<file path="src/hdl/lkc_pkg.sv">
// shared types and constants for the lru/lfu key-value cache
// no dependencies
`default_nettype none
package lkc_pkg;

    localparam int FIELD_BITS = 64;
    localparam int CFG_DATA_BITS = 4;

    typedef enum logic [1:0] {
        OP_GET = 2'd0,
        OP_PUT = 2'd1,
        OP_DEL = 2'd2,
        OP_NOP = 2'd3
    } t_op;

    typedef enum logic {
        CFG_POLICY   = 1'b0,
        CFG_CAPACITY = 1'b1
    } t_cfg_reg;

    typedef enum logic {
        POL_LRU = 1'b0,
        POL_LFU = 1'b1
    } t_policy;

    typedef enum logic [1:0] {
        ST_IDLE,
        ST_SCAN,
        ST_UPDATE
    } t_state;

    localparam logic [CFG_DATA_BITS-1:0] CAP_RESET = 4'd3;

endpackage
`default_nettype wire

</file>
<file path="src/hdl/lkc_mem.sv">
// entry store: one write port, one read port, registered read data
// no dependencies
`default_nettype none
module lkc_mem #(
    parameter int WIDTH = 8,
    parameter int DEPTH = 8,
    parameter int AW    = 3
) (
    input  wire logic             i_clk,
    input  wire logic             i_we,
    input  wire logic [AW-1:0]    i_waddr,
    input  wire logic [WIDTH-1:0] i_wdata,
    input  wire logic             i_re,
    input  wire logic [AW-1:0]    i_raddr,
    output logic      [WIDTH-1:0] o_rdata
);

    logic [WIDTH-1:0] mem [DEPTH];

    always_ff @(posedge i_clk) begin
        if (i_we) begin
            mem[i_waddr] <= i_wdata;
        end
    end

    always_ff @(posedge i_clk) begin
        if (i_re) begin
            o_rdata <= mem[i_raddr];
        end
    end

endmodule
`default_nettype wire

</file>
<file path="src/hdl/lru_lfu_key_value_cache_unit.sv">
// key-value cache top level: request sequencer around the entry store
// depends on lkc_pkg and lkc_mem
// a request runs through a search pass and then a read-modify-write pass over the store,
// one entry per cycle through its read port; o_busy is high until the second pass ends,
// so a new request is taken only once the last one is through
// reset (synchronous, active low) clears valid bits, occupancy, state and flags; store contents
// need no clearing. results cannot be stalled: o_done is high for exactly one cycle
`default_nettype none
module lru_lfu_key_value_cache_unit
    import lkc_pkg::*;
#(
    parameter int ENTRIES    = 8,
    parameter int KEY_BITS   = 64,
    parameter int VALUE_BITS = 64,
    parameter int COUNT_BITS = 16
) (
    input  wire logic                     i_clk,
    input  wire logic                     i_rst_n,
    input  wire logic                     i_start,
    output logic                          o_busy,
    input  wire logic [1:0]               i_op,
    input  wire logic [FIELD_BITS-1:0]    i_key,
    input  wire logic [FIELD_BITS-1:0]    i_value,
    output logic                          o_done,
    output logic                          o_status,
    output logic [FIELD_BITS-1:0]         o_read_value,
    input  wire logic                     i_cfg_we,
    input  wire logic                     i_cfg_addr,
    input  wire logic [CFG_DATA_BITS-1:0] i_cfg_wdata
);

    localparam int IW   = (ENTRIES > 1) ? $clog2(ENTRIES) : 1;
    localparam int CW   = $clog2(ENTRIES + 1);
    localparam int RECW = KEY_BITS + VALUE_BITS + IW + COUNT_BITS;
    localparam logic [IW-1:0] LAST = IW'(ENTRIES - 1);
    localparam logic [COUNT_BITS-1:0] CNT_MAX = '1;

    t_state r_state, n_state;

    logic                  r_policy;
    logic [CFG_DATA_BITS-1:0] r_cap;
    logic [ENTRIES-1:0]    r_valid;
    logic [CW-1:0]         r_occ;

    t_op                   r_op;
    logic [KEY_BITS-1:0]   r_key;
    logic [VALUE_BITS-1:0] r_val;

    logic [IW-1:0]         r_ptr;
    logic                  r_issued;
    logic                  r_pv;
    logic [IW-1:0]         r_pidx;

    logic                  r_hit;
    logic [IW-1:0]         r_hs;
    logic [IW-1:0]         r_hr;
    logic [VALUE_BITS-1:0] r_hdata;
    logic                  r_vf;
    logic [IW-1:0]         r_vs;
    logic [IW-1:0]         r_vr;
    logic [COUNT_BITS-1:0] r_vc;
    logic                  r_ff;
    logic [IW-1:0]         r_fs;

    logic                  r_done;
    logic                  r_status;
    logic [VALUE_BITS-1:0] r_rdata;

    logic                  rd_en;
    logic                  wr_en;
    logic [RECW-1:0]       q;
    logic [RECW-1:0]       wdata;

    logic [KEY_BITS-1:0]   q_key;
    logic [VALUE_BITS-1:0] q_data;
    logic [IW-1:0]         q_rank;
    logic [COUNT_BITS-1:0] q_cnt;
    logic                  q_vld;
    logic                  accept;
    logic                  last_proc;

    logic [7:0]            cap8, ent8, cap_eff, occ8;
    logic                  is_get, is_put, is_del;
    logic                  evict, ins_ok;
    logic [IW-1:0]         ins;
    logic                  better;

    logic [KEY_BITS-1:0]   w_key;
    logic [VALUE_BITS-1:0] w_data;
    logic [IW-1:0]         w_rank;
    logic [COUNT_BITS-1:0] w_cnt;
    logic                  w_vld;
    logic [COUNT_BITS-1:0] bumped;

    lkc_mem #(
        .WIDTH (RECW),
        .DEPTH (ENTRIES),
        .AW    (IW)
    ) u_mem (
        .i_clk   (i_clk),
        .i_we    (wr_en),
        .i_waddr (r_pidx),
        .i_wdata (wdata),
        .i_re    (rd_en),
        .i_raddr (r_ptr),
        .o_rdata (q)
    );

    assign accept    = i_start && (r_state == ST_IDLE);
    assign {q_key, q_data, q_rank, q_cnt} = q;
    assign q_vld     = r_valid[r_pidx];
    assign last_proc = r_pv && (r_pidx == LAST);

    assign is_get = (r_op == OP_GET);
    assign is_put = (r_op == OP_PUT);
    assign is_del = (r_op == OP_DEL);

    assign cap8    = {4'd0, r_cap};
    assign ent8    = 8'(ENTRIES);
    assign occ8    = 8'(r_occ);
    assign cap_eff = (cap8 == 8'd0) ? 8'd1 : ((cap8 > ent8) ? ent8 : cap8);
    assign evict   = is_put && !r_hit && (occ8 >= cap_eff) && r_vf;
    assign ins_ok  = is_put && !r_hit && (evict || r_ff);

    always_comb begin
        if (r_ff) begin
            ins = (evict && (r_vs < r_fs)) ? r_vs : r_fs;
        end else begin
            ins = r_vs;
        end
    end

    // victim order: lru takes the oldest, lfu the lowest count then the oldest
    always_comb begin
        if (r_policy == POL_LFU) begin
            better = (q_cnt < r_vc) || ((q_cnt == r_vc) && (q_rank > r_vr));
        end else begin
            better = q_rank > r_vr;
        end
    end

    assign bumped = ((r_policy == POL_LFU) && (q_cnt != CNT_MAX)) ? q_cnt + 1'b1 : q_cnt;

    // per-entry rewrite during the second pass
    always_comb begin
        w_key  = q_key;
        w_data = q_data;
        w_rank = q_rank;
        w_cnt  = q_cnt;
        w_vld  = q_vld;
        if ((is_get || is_put) && r_hit) begin
            if (r_pidx == r_hs) begin
                w_rank = '0;
                w_cnt  = bumped;
                if (is_put) begin
                    w_data = r_val;
                end
            end else if (q_vld && (q_rank < r_hr)) begin
                w_rank = q_rank + 1'b1;
            end
        end else if (ins_ok) begin
            if (r_pidx == ins) begin
                w_key  = r_key;
                w_data = r_val;
                w_rank = '0;
                w_cnt  = '0;
                w_vld  = 1'b1;
            end else if (evict && (r_pidx == r_vs)) begin
                w_vld = 1'b0;
            end else if (q_vld) begin
                w_rank = (evict && (q_rank > r_vr)) ? q_rank : q_rank + 1'b1;
            end
        end else if (is_del && r_hit) begin
            if (r_pidx == r_hs) begin
                w_vld = 1'b0;
            end else if (q_vld && (q_rank > r_hr)) begin
                w_rank = q_rank - 1'b1;
            end
        end
    end

    assign wdata = {w_key, w_data, w_rank, w_cnt};

    always_comb begin
        unique case (r_state)
            ST_IDLE:   n_state = accept ? ST_SCAN : ST_IDLE;
            ST_SCAN:   n_state = last_proc ? ST_UPDATE : ST_SCAN;
            ST_UPDATE: n_state = last_proc ? ST_IDLE : ST_UPDATE;
            default:   n_state = ST_IDLE;
        endcase
    end

    always_comb begin
        unique case (r_state)
            ST_SCAN, ST_UPDATE: rd_en = !r_issued;
            default:            rd_en = 1'b0;
        endcase
        wr_en = (r_state == ST_UPDATE) && r_pv;
    end

    always_ff @(posedge i_clk) begin
        if (!i_rst_n) begin
            r_state  <= ST_IDLE;
            r_policy <= POL_LRU;
            r_cap    <= CAP_RESET;
            r_valid  <= '0;
            r_occ    <= '0;
            r_pv     <= 1'b0;
            r_issued <= 1'b0;
            r_ptr    <= '0;
            r_done   <= 1'b0;
            r_hit    <= 1'b0;
            r_vf     <= 1'b0;
            r_ff     <= 1'b0;
        end else begin
            r_state <= n_state;
            r_done  <= (r_state == ST_UPDATE) && last_proc;
            if (i_cfg_we) begin
                unique case (t_cfg_reg'(i_cfg_addr))
                    CFG_POLICY:   r_policy <= i_cfg_wdata[0];
                    CFG_CAPACITY: r_cap    <= i_cfg_wdata;
                    default:      r_cap    <= r_cap;
                endcase
            end
            // read issue pointer
            r_pv   <= rd_en;
            r_pidx <= r_ptr;
            if (rd_en) begin
                r_ptr <= r_ptr + 1'b1;
                if (r_ptr == LAST) begin
                    r_issued <= 1'b1;
                end
            end
            if (accept || (r_state == ST_SCAN && last_proc)) begin
                r_ptr    <= '0;
                r_issued <= 1'b0;
            end
            if (accept) begin
                r_op  <= t_op'(i_op);
                r_key <= i_key[KEY_BITS-1:0];
                r_val <= i_value[VALUE_BITS-1:0];
                r_hit <= 1'b0;
                r_vf  <= 1'b0;
                r_ff  <= 1'b0;
            end
            if (r_state == ST_SCAN && r_pv) begin
                if (q_vld) begin
                    if (!r_hit && (q_key == r_key)) begin
                        r_hit   <= 1'b1;
                        r_hs    <= r_pidx;
                        r_hr    <= q_rank;
                        r_hdata <= q_data;
                    end
                    if (!r_vf || better) begin
                        r_vf <= 1'b1;
                        r_vs <= r_pidx;
                        r_vr <= q_rank;
                        r_vc <= q_cnt;
                    end
                end else if (!r_ff) begin
                    r_ff <= 1'b1;
                    r_fs <= r_pidx;
                end
            end
            if (wr_en) begin
                r_valid[r_pidx] <= w_vld;
            end
            if (r_state == ST_UPDATE && last_proc) begin
                r_status <= !(is_put || ((is_get || is_del) && r_hit));
                r_rdata  <= (is_get && r_hit) ? r_hdata : '0;
                if (is_del && r_hit) begin
                    r_occ <= r_occ - 1'b1;
                end else if (ins_ok && !evict) begin
                    r_occ <= r_occ + 1'b1;
                end
            end
        end
    end

    assign o_busy       = (r_state != ST_IDLE);
    assign o_done       = r_done;
    assign o_status     = r_status;
    assign o_read_value = FIELD_BITS'(r_rdata);

endmodule
`default_nettype wire
</file>
<file path="config.mk">
export PLATFORM = sky130hd
export DESIGN_NAME = lru_lfu_key_value_cache_unit
export DESIGN_NICKNAME = d
export VERILOG_FILES = /design/src/hdl/lkc_pkg.sv /design/src/hdl/lkc_mem.sv /design/src/hdl/lru_lfu_key_value_cache_unit.sv
export SDC_FILE = /design/constraint.sdc
export NUM_CORES = 2
export LEC_CHECK = 0
export ABC_AREA = 1
export BUFFER_PORTS_ARGS = -buffer_cell sky130_fd_sc_hd__buf_2
export CAP_MARGIN = 20
export CORE_ASPECT_RATIO = 0.8
export CORE_MARGIN = 10
export CORE_UTILIZATION = 50
export DETAILED_ROUTE_END_ITERATION = 16
export PLACE_DENSITY = 0.66
export SKIP_LAST_GASP = 1
export SYNTH_ARGS = -nofsm -noshare
export SYNTH_HDL_FRONTEND = slang
export SYNTH_HIERARCHICAL = 1
export SYNTH_SLANG_ARGS = --single-unit
export TNS_END_PERCENT = 50
</file>
<file path="constraint.sdc">
create_clock -name i_clk -period 26.1 [get_ports i_clk]
set_clock_uncertainty 0.15 [all_clocks]
set_input_delay 5.22 -clock i_clk [delete_from_list [all_inputs] [get_ports i_clk]]
set_output_delay 5.22 -clock i_clk [all_outputs]
set_load 0.05 [all_outputs]
</file>
==> impl_metrics.toml <==
[synthesis]
yosysUniqueCellTypes = 43
synth-main-ff-cell = "edfxtp_1"
synth_edf_count = 1616
syn_nets = 7364
synth-seq-cells = 1644
yosysTopAreaCell = "edfxtp_1"
synth_compound_area_share_pct = 2.325
synth_top_area_share_pct = 67.19
synth.top_cells.by_area = "edfxtp_1 (67%), nand2_1 (12%), inv_1 (8.0%)"
muxShareOfSynthArea_pct = 0.01386
netlist_instances = 7185
synth_fa_ha_area_share_pct = 0.7033
async_reset_ff_share_pct = 0
yosysWarnings = 6
yosys.area_share.simple_pct = 18.60
synth_xor_area_share_pct = 0.4487
synth_top_family_by_area = "simple AND/OR/NAND/NOR gates"
syn_avg_cell_area_sq_um = 10.05
netlist_area_sq_um = 72230
seq_area_frac_synth_pct = 67.96

[status]
status = "finished, final reports clean"

[clocking]
hold_buffers = 0
post_cts_buffers = 0
clkLatencyLatePin_ps = 810
cts_tree = "done"
cts_made_buffers = 163
ctsResizeCount = 0
clock_sinks = 1644
cts.clk_slew.worst_paths_ps = 60
cts.htree.levels = 4
root_buffer = "clkbuf_16"
clk_path_buf_depth = 3

[cells_and_area]
area.growth.synth_to_final_pct = 10.96
fillCellCount = 11901
final_net_count = 7494
layout-drive-gt1-share_pct = 7.292
antenna_cells = 0
final_cells = 9337

[floorplan]
dieArea_sq_um = 160200
die_h_microns = 359.9
initial_core_util_pct = 50.44
row_count = 124
design.core.area_sq_um = 143200
io_pins = 206
dieWidth_microns = 444.9

[place]
placed_cells = 9040
port_buffers = 205
hpwlAfterDp_mm = 95.26
place_congestion = 0.8463

[setup_path]
crit_chain = "buf_2, inv_1, nor2_1, nand4_1, nor2_4, buf_4, buf_4"
crit_path_top_delay_cell = "buf_4"
path_buf_inv = 4
path_class = "primary input to flip-flop"
cp_data_arrival_time_ps = 8030
cp_top_family = "buffers and inverters"
end_kind = "flip-flop"
reg2reg_slack_ps = 20800
cp_common_cell = "buf_4"
required_ps = 26380
worst_path_largest_cell_delay_ps = 620
path_max_fanout = 36
cp-start-kind = "primary input"

[drt]
via_count = 47823
drt_first_pass_iters = 6
drtIter0Drc = 4354
wirelength_mm = 179.0
wl_per_cell_microns = 19.17
vias_per_cell = 5.122
ant_nets = 0
drc = 0

[min_path]
hold_path_class = "flip-flop to flip-flop"

[global_routing]
grt_pass1_vias = 45616
antenna_found_initial = 0
grt.total_usage_pct = 21.86
grt_overflow = 0
grt_start_max_net_pins = 197
grt_pass1_wl_mm = 271.9

[pwr]
p_leak_nw = 35.45
powerDensity_nw_per_um2 = 69.37
peakVddDrop_uv = 65.43

[sta]
max_freq_mhz = 129.1
finalCriticalPeriod_ps = 7744
post-route-period-util_pct = 29.67
rsz0062_at_grt = "no"
setup-tns-final_ps = 0
slew_violations = 0
setup_violations = 0
worstMarginPinSlew_ps = 1106
slew-limit-headroom_pct = 26.28
hold_viol_final = 0

[run]
drv_cap = 0
==> area by class of cell <==
cell class / instances / area [sq um] / area share (%)
sequential: 1644 / 49100 / 61.26
multi-input combinational: 3701 / 16070 / 20.05
inverter: 1543 / 5814 / 7.255
clock buffer: 199 / 4287 / 5.349
tap: 1890 / 2365 / 2.951
timing repair buffer: 262 / 1541 / 1.923
clock inverter: 98 / 974.7 / 1.216
==> cell usage after synthesis, drive strengths merged (12+ instances only) <==
cell and number:
xnor2 18, dfxtp 28, ha 39, buf 183, nand2 2387, nand4 30
nand3 653, nor2 182, nor3 12, inv 1543, a21oi 98, xor2 19
edfxtp 1616, or2 14, o21ai 206, clkbuf 114
==> state kept, by name, summed over array words and instances (netlist names), 2 cells and up <==
signal,cells
r_op,2
r_fs,3
r_state,2
r_key,64
r_pidx,3
r_ptr,3
o_read_value,64
r_hr,3
r_vr,3
u_mem/mem,1176
r_cap,4
r_vs,3
r_valid,8
r_hs,3
r_occ,4
r_val,64
u_mem/o_rdata,147
r_hdata,64
r_vc,16
==> cells in the final DEF, fill, tap and decap left out, drive strengths merged, types with 3 or more instances in the layout <==
master and n:
nor3 12, nor2 182, inv 1552, nand4 30, xor2 19, a21oi 98
nand2 2387, clkinv 71, o22ai 4, nor4b 3, a211oi 3, clkbuf 199
nand3 653, buf 262, dfxtp 28, ha 39, xnor2 18, o21ai 206
nor4 10, clkinvlp 4, bufinv 14, or2 14, nand3b 5, edfxtp 1616
o211ai 6
==> report_power, final <==
group | switching [W] | internal (W) | leakage (nW)
Clock | 0.00102 | 0.00132 | 2.57
Sequential | 0.0000302 | 0.00294 | 14.9
Combinational | 0.000187 | 0.0000682 | 18.0
==> stage by stage <==
| stage | utilization (%) | total power, W | hold WS (ps) | cell area [sq um] | worst slack [ps] |
|---|---|---|---|---|---|
| 2_1_floorplan | - | 0.003190 | 276.0 | 72230 | 14090 |
| 3_3_place_gp | 52.28 | 0.003269 | 281.8 | 74860 | 17640 |
| 3_5_place_dp | 52.29 | 0.003277 | 285.6 | 74880 | 17560 |
| 4_1_cts | 55.97 | 0.005599 | 293.9 | 80150 | 18430 |
| 5_1_grt | 55.97 | 0.005740 | 304.7 | 80150 | 18290 |
| 6_report | 55.97 | 0.005559 | 296.7 | 80150 | 18360 |
==> logic make-up after synthesis <==
logic type               count (synthesis)
AND/OR/NAND/NOR                       3299
flip-flops                            1644
adder cells (fa/ha/maj)                 40
multiplexers                             1
AO/OA/AOI/OAI                          324
XOR/XNOR                                37
buffers and inverters                 1840
==> worst paths after layout <==
check	from	end	cells past startpoint
max reg2reg	r_hit	u_mem/mem[7][60]	14
max	i_rst_n	r_hdata[5]	7
min reg2reg	u_mem/o_rdata[54]	r_hdata[35]	0
min	u_mem/o_rdata[54]	r_hdata[35]	0
==> layer usage <==
metal / part of all wire, % / wire, microns / vias to the layer above / GRT usage [%]
met5: 0 / 0 / - / 0
met4: 3.1 / 5535 / 0 / 7.521
met3: 7.6 / 13520 / 321 / 3.352
met2: 48 / 85160 / 1814 / 36.03
met1: 42 / 74770 / 22703 / 29.55
li1: - / - / 22985 / -
Power figures use the tool's default switching activity.
